`config.mk`:
```
export PLATFORM = sky130hd
export DESIGN_NAME = itch_message_deframer_top
export DESIGN_NICKNAME = d
export VERILOG_FILES = /design/src/design/imd_pkg.sv /design/src/design/imd_queue.sv /design/src/design/imd_front.sv /design/src/design/imd_back.sv /design/src/design/itch_message_deframer_top.sv
export SDC_FILE = /design/constraint.sdc
export NUM_CORES = 1
export LEC_CHECK = 0
export BUFFER_PORTS_ARGS = -buffer_cell sky130_fd_sc_hd__buf_2
export CAP_MARGIN = 20
export CORE_MARGIN = 1
export CORE_UTILIZATION = 50
export CTS_BUF_LIST = sky130_fd_sc_hd__clkbuf_2 sky130_fd_sc_hd__clkbuf_4 sky130_fd_sc_hd__clkbuf_8
export DETAILED_ROUTE_END_ITERATION = 8
export PLACE_DENSITY = 0.75
export SETUP_SLACK_MARGIN = 0.3
export SLEW_MARGIN = 20
export SYNTH_ARGS = -nofsm -noshare
export SYNTH_HDL_FRONTEND = slang
export SYNTH_SLANG_ARGS = --single-unit
```
`constraint.sdc`:
```
create_clock -name clk -period 14.1 [get_ports clk]
set_input_delay 1.41 -clock clk [delete_from_list [all_inputs] [get_ports clk]]
set_output_delay 1.41 -clock clk [all_outputs]
set_load 0.02 [all_outputs]
```
`src/design/imd_pkg.sv`:
```
// shared types, status codes and the known message type table for the deframer
// no dependencies; imd_front, imd_back and the top refer to this package by scoped names
package imd_pkg;

	typedef struct packed {
		logic [7:0] data_byte;
		logic       chunk_last;
	} in_item_t;

	typedef logic [1:0] status_t;

	localparam status_t ST_ACCEPTED = 2'd0;
	localparam status_t ST_UNKNOWN  = 2'd1;
	localparam status_t ST_MISMATCH = 2'd2;

	// completed frame header as it leaves the front end
	typedef struct packed {
		logic [7:0]  msg_type;
		logic [15:0] locate_code;
		logic [15:0] track_ref;
		logic [47:0] timestamp;
		logic [15:0] frame_length;
		status_t     status;
	} frame_rec_t;

	typedef struct packed {
		logic [7:0]  msg_type;
		logic [15:0] locate_code;
		logic [15:0] track_ref;
		logic [47:0] timestamp;
		logic [15:0] frame_length;
		status_t     status;
		logic [31:0] message_count;
	} out_item_t;

	localparam int MSG_COUNT_W = 32;

	// fixed payload length of each known type, zero when the type is unknown
	function automatic logic [7:0] known_length(input logic [7:0] t);
		logic [7:0] len;
		len = 8'd0;
		case (t)
			"S": len = 8'd12;
			"R": len = 8'd39;
			"H": len = 8'd25;
			"Y": len = 8'd20;
			"L": len = 8'd26;
			"V": len = 8'd35;
			"W": len = 8'd12;
			"K": len = 8'd28;
			"A": len = 8'd36;
			"F": len = 8'd40;
			"E": len = 8'd31;
			"C": len = 8'd36;
			"X": len = 8'd23;
			"D": len = 8'd19;
			"U": len = 8'd35;
			"P": len = 8'd44;
			"Q": len = 8'd40;
			"B": len = 8'd19;
			"I": len = 8'd50;
			"N": len = 8'd20;
			"J": len = 8'd35;
			default: len = 8'd0;
		endcase
		return len;
	endfunction

endpackage

```
`src/design/imd_queue.sv`:
```
// small first-in first-out queue of flat words, used between the deframer stages
// no package dependency
module imd_queue #(
	parameter int unsigned WIDTH = 8,
	parameter int unsigned DEPTH = 2
) (
	input  logic             clk,
	input  logic             arst_n,
	input  logic             push,
	input  logic [WIDTH-1:0] wdata,
	output logic             full,
	input  logic             pop,
	output logic [WIDTH-1:0] rdata,
	output logic             empty
);

	localparam int unsigned PW = (DEPTH > 1) ? $clog2(DEPTH) : 1;
	localparam int unsigned CW = $clog2(DEPTH + 1);

	logic [WIDTH-1:0] mem_q [DEPTH];
	logic [PW-1:0]    wr_ptr_q;
	logic [PW-1:0]    rd_ptr_q;
	logic [CW-1:0]    count_q;
	logic             do_push;
	logic             do_pop;

	assign full    = (count_q == CW'(DEPTH));
	assign empty   = (count_q == '0);
	assign do_push = push && !full;
	assign do_pop  = pop && !empty;
	assign rdata   = mem_q[rd_ptr_q];

	always_ff @(posedge clk) begin
		if (do_push) begin
			mem_q[wr_ptr_q] <= wdata;
		end
	end

	always_ff @(posedge clk or negedge arst_n) begin
		if (!arst_n) begin
			wr_ptr_q <= '0;
			rd_ptr_q <= '0;
			count_q  <= '0;
		end else begin
			if (do_push) begin
				wr_ptr_q <= (wr_ptr_q == PW'(DEPTH - 1)) ? '0 : wr_ptr_q + 1'b1;
			end
			if (do_pop) begin
				rd_ptr_q <= (rd_ptr_q == PW'(DEPTH - 1)) ? '0 : rd_ptr_q + 1'b1;
			end
			case ({do_push, do_pop})
				2'b10:   count_q <= count_q + 1'b1;
				2'b01:   count_q <= count_q - 1'b1;
				default: count_q <= count_q;
			endcase
		end
	end

endmodule

```
`src/design/imd_front.sv`:
```
// front end: length framing, header capture and type classification per byte
// depends on imd_pkg
module imd_front (
	input  logic               clk,
	input  logic               arst_n,
	input  logic               push,
	input  imd_pkg::in_item_t  item,
	input  logic               stall,
	output logic               rec_push,
	output imd_pkg::frame_rec_t rec
);

	typedef enum logic [1:0] {
		PH_LEN_HI,
		PH_LEN_LO,
		PH_BODY,
		PH_HALT
	} phase_t;

	phase_t      phase_q;
	logic [7:0]  len_hi_q;
	logic [15:0] len_q;
	logic [15:0] idx_q;
	logic [7:0]  type_q;
	logic [15:0] locate_q;
	logic [15:0] track_q;
	logic [47:0] time_q;

	logic [7:0]  b;
	logic        accept;
	logic        last_byte;
	logic [7:0]  type_n;
	logic [15:0] locate_n;
	logic [15:0] track_n;
	logic [47:0] time_n;
	logic [7:0]  want;
	logic [15:0] len_next;
	imd_pkg::status_t status;

	assign b         = item.data_byte;
	assign accept    = push && !stall;
	assign last_byte = ({1'b0, idx_q} + 17'd1) == {1'b0, len_q};
	assign len_next  = {len_hi_q, b};

	// header fields with the current byte merged in
	always_comb begin
		type_n   = type_q;
		locate_n = locate_q;
		track_n  = track_q;
		time_n   = time_q;
		case (idx_q)
			16'd0:   type_n         = b;
			16'd1:   locate_n[15:8] = b;
			16'd2:   locate_n[7:0]  = b;
			16'd3:   track_n[15:8]  = b;
			16'd4:   track_n[7:0]   = b;
			16'd5:   time_n[47:40]  = b;
			16'd6:   time_n[39:32]  = b;
			16'd7:   time_n[31:24]  = b;
			16'd8:   time_n[23:16]  = b;
			16'd9:   time_n[15:8]   = b;
			16'd10:  time_n[7:0]    = b;
			default: time_n         = time_q;
		endcase
	end

	always_comb begin
		want = imd_pkg::known_length(type_n);
		if (want == 8'd0) begin
			status = imd_pkg::ST_UNKNOWN;
		end else if ({8'd0, want} != len_q) begin
			status = imd_pkg::ST_MISMATCH;
		end else begin
			status = imd_pkg::ST_ACCEPTED;
		end
	end

	assign rec_push = accept && (phase_q == PH_BODY) && last_byte;

	always_comb begin
		rec.msg_type     = type_n;
		rec.locate_code  = locate_n;
		rec.track_ref    = track_n;
		rec.timestamp    = time_n;
		rec.frame_length = len_q;
		rec.status       = status;
	end

	always_ff @(posedge clk or negedge arst_n) begin
		if (!arst_n) begin
			phase_q  <= PH_LEN_HI;
			len_hi_q <= '0;
			len_q    <= '0;
			idx_q    <= '0;
			type_q   <= '0;
			locate_q <= '0;
			track_q  <= '0;
			time_q   <= '0;
		end else if (accept) begin
			case (phase_q)
				PH_LEN_HI: begin
					len_hi_q <= b;
					phase_q  <= PH_LEN_LO;
				end
				PH_LEN_LO: begin
					len_q    <= len_next;
					idx_q    <= '0;
					type_q   <= '0;
					locate_q <= '0;
					track_q  <= '0;
					time_q   <= '0;
					// zero length frames are skipped
					phase_q  <= (len_next == 16'd0) ? PH_LEN_HI : PH_BODY;
				end
				PH_BODY: begin
					type_q   <= type_n;
					locate_q <= locate_n;
					track_q  <= track_n;
					time_q   <= time_n;
					if (last_byte) begin
						idx_q   <= '0;
						phase_q <= (status == imd_pkg::ST_MISMATCH) ? PH_HALT : PH_LEN_HI;
					end else begin
						idx_q <= idx_q + 16'd1;
					end
				end
				default: phase_q <= PH_HALT;
			endcase
		end
	end

	a_rec_status_valid: assert property (@(posedge clk) disable iff (!arst_n)
		rec_push |-> rec.status != 2'd3)
		else $error("front pushed a record with an undefined status");

	a_mismatch_halts: assert property (@(posedge clk) disable iff (!arst_n)
		rec_push && rec.status == imd_pkg::ST_MISMATCH |=> phase_q == PH_HALT)
		else $error("length mismatch did not halt the framer");

	a_halt_sticks: assert property (@(posedge clk) disable iff (!arst_n)
		phase_q == PH_HALT |=> phase_q == PH_HALT && !rec_push)
		else $error("framer left the halted state without reset");

endmodule

```
`src/design/imd_back.sv`:
```
// back end: accepted message counter and the result queue
// depends on imd_pkg and imd_queue
module imd_back #(
	parameter int unsigned COUNT_WIDTH = 32,
	parameter int unsigned OUT_DEPTH   = 2
) (
	input  logic                clk,
	input  logic                arst_n,
	input  imd_pkg::frame_rec_t rec,
	input  logic                rec_empty,
	output logic                rec_pop,
	output imd_pkg::out_item_t  result,
	output logic                empty,
	input  logic                pop
);

	localparam int unsigned EXT_W = (COUNT_WIDTH > imd_pkg::MSG_COUNT_W) ?
		COUNT_WIDTH : imd_pkg::MSG_COUNT_W;

	logic [COUNT_WIDTH-1:0] count_q;
	logic [COUNT_WIDTH-1:0] count_n;
	logic [EXT_W-1:0]       count_ext;
	logic                   out_full;
	logic                   bump;
	imd_pkg::out_item_t     out_w;

	assign rec_pop = !rec_empty && !out_full;
	// saturating count of accepted known messages
	assign bump    = rec_pop && (rec.status == imd_pkg::ST_ACCEPTED) && !(&count_q);
	assign count_n = bump ? count_q + 1'b1 : count_q;
	assign count_ext = EXT_W'(count_n);

	always_comb begin
		out_w.msg_type      = rec.msg_type;
		out_w.locate_code   = rec.locate_code;
		out_w.track_ref     = rec.track_ref;
		out_w.timestamp     = rec.timestamp;
		out_w.frame_length  = rec.frame_length;
		out_w.status        = rec.status;
		out_w.message_count = count_ext[imd_pkg::MSG_COUNT_W-1:0];
	end

	always_ff @(posedge clk or negedge arst_n) begin
		if (!arst_n) begin
			count_q <= '0;
		end else begin
			count_q <= count_n;
		end
	end

	imd_queue #(
		.WIDTH($bits(imd_pkg::out_item_t)),
		.DEPTH(OUT_DEPTH)
	) u_out_queue (
		.clk   (clk),
		.arst_n(arst_n),
		.push  (rec_pop),
		.wdata (out_w),
		.full  (out_full),
		.pop   (pop),
		.rdata (result),
		.empty (empty)
	);

	a_count_monotonic: assert property (@(posedge clk) disable iff (!arst_n)
		1'b1 |=> count_q >= $past(count_q))
		else $error("message count went backwards");

	a_count_only_accepted: assert property (@(posedge clk) disable iff (!arst_n)
		!(rec_pop && rec.status == imd_pkg::ST_ACCEPTED) |=> count_q == $past(count_q))
		else $error("message count moved without an accepted message");

endmodule

```
`src/design/itch_message_deframer_top.sv`:
```
// itch message deframer: one byte transfer per cycle while full is low
// a frame's result passes through the front-to-back queue and then the result queue before it reaches the result ports
// length bytes and zero length frames give no result; after a length mismatch bytes
// are still taken but dropped until reset; full is raised only while the
// front-to-back queue is full
// asynchronous active-low reset clears framing, counter and both queues
module itch_message_deframer_top #(
	parameter int unsigned COUNT_WIDTH = 32,
	parameter int unsigned MID_DEPTH   = 2,
	parameter int unsigned OUT_DEPTH   = 2
) (
	input  logic               clk,
	input  logic               arst_n,
	input  logic               push,
	input  imd_pkg::in_item_t  item,
	output logic               full,
	input  logic               pop,
	output imd_pkg::out_item_t result,
	output logic               empty
);

	logic                             rec_push;
	imd_pkg::frame_rec_t              rec_in;
	logic [$bits(imd_pkg::frame_rec_t)-1:0] rec_flat;
	imd_pkg::frame_rec_t              rec_out;
	logic                             rec_empty;
	logic                             rec_pop;
	logic                             mid_full;

	assign full    = mid_full;
	assign rec_out = rec_flat;

	imd_front u_front (
		.clk     (clk),
		.arst_n  (arst_n),
		.push    (push),
		.item    (item),
		.stall   (mid_full),
		.rec_push(rec_push),
		.rec     (rec_in)
	);

	imd_queue #(
		.WIDTH($bits(imd_pkg::frame_rec_t)),
		.DEPTH(MID_DEPTH)
	) u_mid_queue (
		.clk   (clk),
		.arst_n(arst_n),
		.push  (rec_push),
		.wdata (rec_in),
		.full  (mid_full),
		.pop   (rec_pop),
		.rdata (rec_flat),
		.empty (rec_empty)
	);

	imd_back #(
		.COUNT_WIDTH(COUNT_WIDTH),
		.OUT_DEPTH  (OUT_DEPTH)
	) u_back (
		.clk      (clk),
		.arst_n   (arst_n),
		.rec      (rec_out),
		.rec_empty(rec_empty),
		.rec_pop  (rec_pop),
		.result   (result),
		.empty    (empty),
		.pop      (pop)
	);

endmodule

```
* After elaboration in Yosys (flattened, before gate mapping)
Memory sizes are Yosys's and may differ from the RTL's. Index checks and enable logic that the tools add are counted.
Operators by class: add/sub/neg operators 11, $mul 0, divide/modulo/power cells 0, order comparisons 0, eq/ne operators 43, shift-type cells 0, mux-type cells 35, bitwise gates (word level) 0, reduce and logical (&&, ||, !) cells 36
Operator list (number):
- $eq A8 B7 Y1 const B | 21
- $pmux W16 S2 | 3
- $pmux W48 S2 | 1
- $mux W8 | 11
- $pmux W6 S14 | 1
- $eq A16 B3 Y1 const B | 4
- $eq A16 B4 Y1 const B | 3
- $add A32 B1 Y32 const B | 1
- $eq A16 B2 Y1 const B | 2
- $logic_not A16 Y1 | 2
- $mux W32 | 1
- $reduce_and A32 Y1 | 1
- $add A16 B1 Y17 const B | 1
- $eq A17 B16 Y1 | 1
- $add A16 B1 Y16 const B | 1
- $eq A16 B1 Y1 const B | 1
- $mux W16 | 1
- $ne A6 B16 Y1 | 1
- $pmux W8 S2 | 1
- $eq A2 B2 Y1 const B | 6
- $logic_and A1 B1 Y1 | 10
- $mux W2 | 5
- $reduce_or A2 Y1 | 5
- $logic_not A2 Y1 | 4
- 13 further kinds | 37
Storage, ports and cells: flip-flop bits (word level) 170, latch bits 0, bits in writable memories 488, ROM bits 0, input port bits 13, output and inout port bits 140, word-level logic and storage cells 142, memories kept 2
Memory list:
- u_back.u_out_queue.mem_q | depth 2, bits a word 138, rd ports 1, clocked after memory_dff 0, wr ports 1, line imd_queue.sv:20 | logic [WIDTH-1:0] mem_q [DEPTH];
- u_mid_queue.mem_q | depth 2, bits a word 106, rd ports 1, clocked after memory_dff 0, wr ports 1, line imd_queue.sv:20

* Logic depth before layout (Yosys ltp)
Gate-level depths: netlist of run 1.
word-level depth 12, gate-level depth with buffers 12, mapped depth without buffers 12

* Cells and area by module
From an unflattened synthesis of run 1, not the netlist that was laid out.
Unflattened totals: cell total of the unflattened synthesis 1850, area total of the unflattened synthesis 27980.6 um^2
Modules (own cells, without submodules):
- imd_queue (u_back.u_out_queue) | times used 1, cells each 447, area each 10184.8 um^2, sequential area each 8388.0 um^2
- imd_front | times used 1, cells each 914, area each 8289.2 um^2, sequential area each 3253.1 um^2
- imd_queue (u_mid_queue) | times used 1, cells each 348, area each 7957.6 um^2, sequential area each 6466.2 um^2
- imd_back | times used 1, cells each 141, area each 1549.0 um^2, sequential area each 800.8 um^2

* Worst setup path before layout of run 1
OpenSTA, ideal clock, no wires.
path kind reg2reg, start register u_front.idx_q[0], end memory u_mid_queue.mem_q[0][0] in the netlist's numbering (enable), library setup time 0.572 ns, arrival time 6.685 ns, required time 13.528 ns, slack 6.843 ns, cell stages (with the launch flop) 9, buffers on the path 0, clock period less this slack 7.257 ns, cell sequence dfrtp_1 ha_1 nand3_1 nor4_2 nand3_1 o311ai_1 o22a_1 nand4_1 nor2_1
Between the ends: longest elaborated chain between the ends 6
Ends and longest elaborated chain:
- start: declaration | line imd_front.sv:23 | logic [15:0] idx_q;
- start signal: assignment | line imd_front.sv:124 | idx_q <= idx_q + 16'd1;
- $add A16 B1 Y17 | line imd_front.sv:42 | assign last_byte = ({1'b0, idx_q} + 17'd1) == {1'b0, len_q};
- $eq A17 B16 Y1 | line imd_front.sv:42
- $logic_and A1 B1 Y1 | line imd_front.sv:78 | assign rec_push = accept && (phase_q == PH_BODY) && last_byte;
- $logic_and A1 B1 Y1 | line imd_queue.sv:29 | assign do_push = push && !full;
- $mux W1 | line imd_queue.sv:34 | if (do_push) begin
- $mux W1 (implied by the code) | line imd_queue.sv:35 | mem_q[wr_ptr_q] <= wdata;
- end: declaration | line imd_queue.sv:20
Every way passes these cells.

* Final worst setup path of run 1
start register u_front.idx_q[0], end memory u_mid_queue.mem_q[1][34] in the netlist's numbering (enable)
The elaborated chain is that of the path after synthesis.

==> results of run 1 <==
==> sequential cells by signal, summed over array words and instances (netlist names) <==
register	cells
u_back.u_out_queue.rd_ptr_q	1
u_back.u_out_queue.count_q	2
u_back.u_out_queue.wr_ptr_q	1
u_front.track_q	16
u_mid_queue.mem_q	212
u_front.locate_q	16
u_mid_queue.wr_ptr_q	1
u_front.type_q	8
u_back.count_q	32
u_front.idx_q	16
u_mid_queue.count_q	2
u_front.len_hi_q	8
u_front.len_q	16
u_mid_queue.rd_ptr_q	1
u_front.time_q	48
u_back.u_out_queue.mem_q	276
u_front.phase_q	2
==> cell families (layout without fill, tap and decap cells) <==
| family | count (synthesis) | in the layout | share of synthesized area [%] |
|---|---|---|---|
| xor gates and xnor gates | 63 | 63 | 2.039 |
| DFF | 658 | 658 | 69.87 |
| adders and majority gates | 11 | 11 | 0.5085 |
| other | 0 | 1 | 0 |
| and+or+nand+nor | 280 | 280 | 5.525 |
| muxes | 358 | 358 | 14.85 |
| buffers and inverters | 114 | 377 | 1.692 |
| AOI/OAI and AO/OA | 198 | 198 | 5.525 |
==> layer usage <==
layer,routed length (um),share of wire (%),up-vias
li1,-,-,6798
met5,0,0,-
met3,2581,4.6,96
met4,1219,2.2,0
met1,24050,43,7686
met2,28230,50,428
==> cell usage in the layout, fill, tap and decap left out, drive strengths merged, types with 6 or more instances in the layout <==
master,count
edfxtp,488
mux2,347
dfrtp,170
clkbuf,165
buf,164
a22o,90
nand2,68
nor2,56
xnor2,49
o21ai,39
nand3,27
clkinv,22
inv,21
nor4,17
nand4,16
nor3,16
a21oi,16
nor2b,15
xor2,14
mux2i,11
ha,11
and3,10
and2,9
a211oi,9
a31oi,8
nand2b,6
and4,6
==> final cells by class <==
type	instances	area [um^2]	share of cell area, %
sequential	658	18920	61.64
tap	688	860.8	2.805
clock inverter	29	231.5	0.7542
timing repair buffer	164	863.3	2.813
multi-input combinational	910	7749	25.25
inverter	19	71.32	0.2324
antenna	1	2.502	0.008154
clock buffer	165	1996	6.503
==> power groups by stage <==
stage / registers, mW / clock network [mW] / logic [mW]
after floorplan: 2.92 / 0 / 1.51
after global placement: 2.98 / 0 / 2.03
after detailed placement: 3.02 / 0 / 2.06
after CTS: 2.98 / 1.72 / 2.07
after global routing: 3.03 / 1.81 / 2.18
final: 2.97 / 1.68 / 2.04
==> final timing paths <==
kind / to / cells after the start
setup / recovery: u_mid_queue.mem_q[1][34] / 10
hold / removal: u_mid_queue.count_q[1] / 1
setup reg to reg: u_mid_queue.mem_q[1][34] / 10
hold reg to reg: u_mid_queue.count_q[1] / 1
max in group asynchronous: u_front.time_q[44] / 2
min in group asynchronous: u_front.len_hi_q[6] / 1
==> worst max-delay path, delay by kind of cell, from the launching register on <==
family,cells,cell delay (ns)
adders and majority gates,1,0.31
and+or+nand+nor,5,2.37
buffers and inverters,2,1.21
DFF,1,0.48
AOI/OAI and AO/OA,2,0.57
==> metrics.txt, run 1 <==
number of global-route vias before repair 15543; Worst Tran Pin Value 1.084 ns; Crit path arrival time 5.76 ns; Cell Count, Final, Fillers Out 2634; input/output buffers 151; status finished clean; initial antenna violation count 1; Setup WS pre-CTS 8.733 ns; Post CTS Setup Buffer Count 0; max-slew violations 0; Period minus WS final 5.456 ns; met1 global-route usage 26.25%; DRC Markers 0; Final WS setup 8.644 ns; met2 Use GR 34.22%; CP Capture Type register; GR peak layer met2; Crit path required time 14.40 ns; Final Cell Area 30690 um^2; CTS buffer count 102; clk buf depth 3; Starting Density 51.09%; maximum VDD drop 0.0002021 V; Vias/cell 5.698; fillers 4058; Nets 1879; ys async rst share 25.84%; drt wl/cell 21.29 um; flop2flop setup slack 8.64 ns; H-tree depth 3; number of distinct library cells after synthesis 66; CP Max Fanout 51; Crit-path slowest cell nor2_4; met3 GRT Util 3.736%; post-synth top area share 54.15%; Yosys warnings 0; worst r2r src u_front.idx_q[0]; Core Rows 84; Mapped Area 27060 um^2; crit-path max cell delay 0.72 ns; PwrDens 218.0 nW/um^2; Pint 4.425 mW; RSZ-0062 raised after global routing false; Switching Power 2.265 mW; hold buffer count at CTS 0; clock tree sinks 658; final WL 56070 um; placed cell count 2439; pin count of the biggest net entering global routing 82; first-pass GRT wire length 86910 um; most frequent cell after synthesis edfxtp_1; via count 15008; Fin. Hold Viols 0; DRT iter0 DRCs 1200; sw frac 33.85%; Critical path origin u_front.idx_q[0]; clock latency on the worst-skew pair 0.70 ns; hold wc startpoint u_mid_queue.count_q[1]; area leader, netlist edfxtp_1; Flop pwr share 44.5%; final-report setup violation count 0; P&R area growth vs syn 13.40%; die area 55060 um^2; dpl cell area 28450 um^2; Setup CP Type register to register; mean post-synth cell area 16.09 um^2; Top-Level Pins 153; Die Width 234.7 um; RePlAce Congestion 0.8713; setup TNS 0 ns; slew margin rel. 27.76%; LEAKAGE 11.64 nW; share of cells above drive strength 1 36.86%; ranking of synthesized cells by area edfxtp_1, dfrtp_1, mux2_2, a22o_1, xnor2_1; final worst path period share 38.70%; HPWL Detailed 32460 um; clock share of power 25.1%; CTS tree done; Util after Layout 57.94%; FMAX 0.1833 GHz; FF+latch count, synth 658; clk_skew 0.03973 ns; Total GRT Usage 20.21%; top cells by instance count after synthesis edfxtp_1, mux2_2, dfrtp_1; startpoint type of the worst setup path register; Die Span Y 234.7 um; Overall Power 6.689 mW; ANT nets after route 0; EDFF count, synth 488; Core Footprint 52970 um^2; DR pass1 iterations 5; Clock transition at path regs 0.06 ns; max-cap violations 0; Main synth FF type edfxtp_1; Root Buffer clkbuf_8; Comb pwr share 30.4%; Min-Delay Path Class register to register; register area share after synthesis 69.87%; Gate Count Post-Synth 1682; CTS resizes 0; cells along the critical path ha_1 -> nand3_1 -> nor4_2 -> nand3_1 -> o311ai_1 -> o22a_1 -> nand4_1 -> nor2_4 -> buf_4 -> buf_4; syn nets 1706; WHS 0.4971 ns; total global routing overflow 0
No activity file was read; power rests on OpenSTA's default activity.
==> run 2, diff against run 1 <==
ABC_AREA = 1   (was unset)
clock period = 5.2 ns   (was 14.1 ns; I/O delays follow)
==> metrics.txt, run 2 <==
register area 18920 um^2; Min-Delay Path Class primary input to register; number of global-route vias before repair 18446; register area share after synthesis 69.01%; PwrDens 609.1 nW/um^2; final-report setup violation count 0; startpoint type of the worst setup path register; DR pass1 iterations 5; Total GRT Usage 21.67%; Yosys warnings 0; drt wl/cell 16.90 um; die area 55740 um^2; top cells by instance count after synthesis nand2_1, edfxtp_1, inv_1; maximum VDD drop 0.0006367 V; Die Span Y 236.1 um; status finished clean; Core Rows 85; Top-Level Pins 153; Setup WS pre-CTS 1.512 ns; FMAX 0.2634 GHz; FF+latch count, synth 658; Die Width 236.1 um; Metal-1 WL 25220 um; clock latency on the worst-skew pair 0.71 ns; most common cell after layout, fill and taps aside nand2_1; initial antenna violation count 1; max-slew violations 0; via count 18665; Crit path required time 5.50 ns; slew margin rel. 28.58%; Final WS setup 1.403 ns; Worst Tran Pin Value 1.071 ns; Gate Count Post-Synth 2599; P&R area growth vs syn 13.47%; DRT iter0 DRCs 1583; Starting Density 50.71%; clk_skew 0.04776 ns; Nets 2790; LEAKAGE 13.97 nW; number of distinct library cells after synthesis 36; placed cell count 3357; Util after Layout 57.54%; input/output buffers 151; Mapped Area 27400 um^2; Root Buffer clkbuf_8; post-synth top area share 53.49%; most frequent cells in the layout nand2_1, edfxtp_1, inv_1; ranking of synthesized cells by area edfxtp_1, dfrtp_1, nand2_1, inv_1, nor2_1; Clock transition at path regs 0.07 ns; area leader, netlist edfxtp_1; CP Capture Type register; max FFs per register 276; RSZ-0062 raised after global routing false; ANT nets after route 0; met2 wire len 29300 um; Setup CP Type register to register; share of cells above drive strength 1 14.22%; clk buf depth 3; Core Footprint 54030 um^2; top flop regs u_back.u_out_queue.mem_q (276), u_mid_queue.mem_q (212), u_front.time_q (48); Cell Count, Final, Fillers Out 3552; CP Max Fanout 106; H-tree depth 3; HPWL Detailed 36210 um; Crit path arrival time 4.10 ns; ys async rst share 25.84%; total global routing overflow 0; RePlAce Congestion 0.9094; Reg with most FFs u_back.u_out_queue.mem_q; Vias/cell 5.255; Main synth FF type edfxtp_1; most frequent cell after synthesis nand2_1; clock tree sinks 658; WL met3 3933 um; Fin. Hold Viols 0; syn nets 2623; CTS resizes 0; mean post-synth cell area 10.54 um^2; final WL 60010 um; area of the multi-input gates 7073 um^2; final worst path period share 73.02%; Period minus WS final 3.797 ns; DRC Markers 0; max-cap violations 0; CTS tree done; pin count of the biggest net entering global routing 107; EDFF count, synth 488; fillers 4356; setup TNS 0 ns; CTS buffer count 102; first-pass GRT wire length 95310 um; highest metal used met4
## run 2: metal layers
layer | GRT usage, % | up-vias
met2 | 36.16 | 654
met5 | 0 | -
met3 | 3.944 | 117
met1 | 28.03 | 8968
li1 | - | 8926
met4 | 8.893 | 0
## run 2: where the power goes
group | internal [mW] | leakage, nW | switching (mW)
clock | 2.60 | 1.19 | 1.97
combinational | 1.64 | 5.90 | 4.68
sequential | 7.50 | 6.87 | 0.533
## run 2: path summary, 6_finish.rpt
check / end / from / depth (start not counted) / slack (ns)
hold / removal: u_back.u_out_queue.rd_ptr_q / pop / 3 / 0.15
max in group asynchronous: u_front.track_q[12] / arst_n / 3 / 3.48
hold reg to reg: u_front.len_hi_q[4] / u_front.len_hi_q[4] / 2 / 0.49
setup / recovery: u_mid_queue.mem_q[1][11] / u_front.idx_q[0] / 15 / 1.40
min in group asynchronous: u_front.len_q[9] / arst_n / 2 / 0.47
setup reg to reg: u_mid_queue.mem_q[1][11] / u_front.idx_q[0] / 15 / 1.40
## run 2: critical path, cell delays in order (launching register included)
cell and delay, ns:
dfrtp_1 0.44, ha_1 0.24, nand3_1 0.12, inv_1 0.14
nand2_1 0.10, nor2_1 0.26, xor2_1 0.26, xor2_1 0.12
nor2_1 0.10, nand2_1 0.07, nor2_1 0.10, nand4_1 0.08
nor2_1 0.12, nand4_1 0.38, nor2_4 0.23, buf_12 0.44
## run 2: repair_timing
item,4_1_cts,5_1_grt
hold endpoints to repair,77,0
setup buffers,0,0
hold buffers,1,0
## run 2: cells by family after synthesis
| logic type | after synthesis | share of synthesized area, % |
|---|---|---|
| and+or+nand+nor | 1272 | 18.96 |
| DFF | 658 | 69.01 |
| buffers and inverters | 377 | 5.316 |
| AOI/OAI and AO/OA | 231 | 4.608 |
| xor gates and xnor gates | 50 | 1.598 |
| adders and majority gates | 11 | 0.5023 |
## run 2: stage by stage
step / power [mW] / area [um^2] / hold slack, ns
final: 18.94 / 31090 / 0.1467
after global routing: 20.01 / 31090 / 0.1691
after CTS: 19.07 / 31090 / 0.09950
after detailed placement: 14.48 / 28840 / 0.4775
after global placement: 14.27 / 28840 / 0.4670
after floorplan: 12.38 / 27400 / 0.2244
## run 2: final cells by class
| type | count | area share (%) |
|---|---|---|
| timing repair buffer | 171 | 3.143 |
| antenna | 1 | 0.008049 |
| clock buffer | 161 | 6.303 |
| inverter | 269 | 3.260 |
| tap | 696 | 2.801 |
| sequential | 658 | 60.84 |
| clock inverter | 32 | 0.8894 |
| multi-input combinational | 1564 | 22.75 |
==> run 3, diff against run 2 <==
PLACE_DENSITY = 0.78   (was 0.75)
clock period = 3.2 ns   (was 5.2 ns; I/O delays follow)
==> metrics.txt, run 3 (synthesized netlist as in run 2, its figures left out) <==
RSZ-0062 raised after global routing true; Flop pwr share 41.7%; max-cap violations 0; initial antenna violation count 1; CTS buffer count 100; Core Footprint 54030 um^2; max FFs per register 276; P&R area growth vs syn 17.02%; Crit-path slowest cell dfrtp_1; CP Max Fanout 9; Cell Count, Final, Fillers Out 3624; slew margin rel. 26.73%; clk_skew 0.04183 ns; Overall Power 31.20 mW; clock share of power 23.1%; ANT nets after route 0; Pint 19.17 mW; Switching Power 12.03 mW; final WL 62560 um; CP Buf/Inv Count 4; Period minus WS final 3.116 ns; Die Span Y 236.1 um; startpoint type of the worst setup path register; Fin. Hold Viols 0; drt wl/cell 17.26 um; clock tree sinks 658; Reg with most FFs u_back.u_out_queue.mem_q; pin count of the biggest net entering global routing 90; most frequent cells in the layout nand2_1, edfxtp_1, inv_1; Final Cell Area 32060 um^2; DRC Markers 0; Vias/cell 5.286; Setup CP Type register to register; PwrDens 973.2 nW/um^2; cells along the critical path ha_2 -> buf_4 -> xor2_2 -> or2_2 -> nand4_1 -> nor4_2 -> nand2_1 -> nor2_1 -> nand4_1 -> nor2_1 -> nand4_1 -> buf_6 -> nor2_4 -> buf_12 -> bufbuf_16; Crit path required time 3.62 ns; final-report setup violation count 0; sw frac 38.56%; RePlAce Congestion 0.8891; maximum VDD drop 0.0006928 V; Root Buffer clkbuf_8; Die Width 236.1 um; Worst Tran Pin Value 1.099 ns; fillers 4226; input/output buffers 151; via count 19156; die area 55740 um^2; Setup WS pre-CTS 0.1279 ns; Comb pwr share 35.2%; clk buf depth 3; crit-path leading delay family simple AND/OR/NAND/NOR gates; share of cells above drive strength 1 17.70%; FMAX 0.3209 GHz; LEAKAGE 14.38 nW; CTS tree done; top flop regs u_back.u_out_queue.mem_q (276), u_mid_queue.mem_q (212), u_front.time_q (48); Total GRT Usage 22.15%; Crit path top cell by count nand4_1; placed cell count 3394; Nets 2863; Starting Density 50.71%; DRT iter0 DRCs 1829; Clock transition at path regs 0.07 ns; crit-path max cell delay 0.43 ns; HPWL Detailed 38630 um; CP Capture Type register; status finished clean; Top-Level Pins 153; dpl cell area 29330 um^2; max-slew violations 0; number of global-route vias before repair 18569; H-tree depth 3; Crit path arrival time 3.54 ns; most common cell after layout, fill and taps aside nand2_1; Min-Delay Path Class primary input to register; first-pass GRT wire length 97040 um; final worst path period share 97.38%; Core Rows 85; Final WS setup 0.08377 ns; DR pass1 iterations 5; clock latency on the worst-skew pair 0.72 ns; total global routing overflow 0
-- run 3: cell types whose count changed in the layout (fill, tap and decap cells not counted), sizes merged --
cell         change
clkinvlp         -1
buf             +72
clkbuf          -12
inv              +1
bufbuf           +1
dlygate4sd3      +1
clkinv          +10
-- run 3: power by group through the flow --
stage	logic [mW]	registers (mW)	clock network, mW
2_1_floorplan	7.11	13.0	0
3_3_place_gp	10.4	13.1	0
3_5_place_dp	10.6	13.2	0
4_1_cts	10.8	13.0	7.32
5_1_grt	12.0	13.2	7.66
6_report	11.0	13.0	7.21
-- run 3: worst paths after layout --
kind                                     start                       end  slack [ns]  depth (start not counted)
max                           u_front.idx_q[1]  u_mid_queue.mem_q[1][34]        0.08                         15
min                                    item[5]          u_front.len_q[4]        0.06                          3
max reg2reg                   u_front.idx_q[1]  u_mid_queue.mem_q[1][34]        0.08                         15
min reg2reg                u_front.len_hi_q[3]       u_front.len_hi_q[3]        0.49                          2
max in group asynchronous               arst_n        u_front.time_q[41]        2.06                          3
min in group asynchronous               arst_n         u_front.idx_q[10]        0.23                          2
-- run 3: worst min-delay path, stage by stage --
cell and delay, ns:
buf_2 0.10, inv_1 0.14, o21ai_0 0.18
-- run 3: repair_timing --
| action | CTS | global route |
|---|---|---|
| setup buffers | 16 | 17 |
| setup endpoints to repair | 232 | 224 |
| hold buffers | 2 | 0 |
| cloned | 3 | 1 |
| endpoints found under the hold margin | 74 | 0 |
| pin swaps | 3 | 12 |
| gates resized for setup | 22 | 29 |
-- run 3: area by class of cell --
type,instances,area [um^2],area share (%)
Antenna cell,1,2.502,0.007805
Tap cell,696,870.8,2.716
Sequential cell,658,18920,59.02
Multi-Input combinational cell,1564,7232,22.56
Clock inverter,42,344.1,1.073
Inverter,269,1017,3.173
Clock buffer,148,1793,5.592
Timing Repair Buffer,246,1878,5.858
-- run 3: routing by layer --
metal  vias to the layer above  global-route usage [%]  routed length (um)
met5                         -                       0                   0
met4                         0                   8.477                1706
met3                       121                   3.757                4530
met2                       786                   36.94               30540
met1                      9180                   29.09               25780
li1                       9069                       -                   -
-- run 3: stage by stage --
| stage | TNS (ns) | hold slack, ns | utilization (%) |
|---|---|---|---|
| 6_report | 0 | 0.06209 | 59.34 |
| 3_3_place_gp | 0 | 0.4294 | 54.29 |
| 2_1_floorplan | -179.18 | 0.02441 | - |
| 5_1_grt | -7.600 | 0.07942 | 59.34 |
| 3_5_place_dp | 0 | 0.4374 | 54.29 |
| 4_1_cts | 0 | 0.01948 | 58.86 |
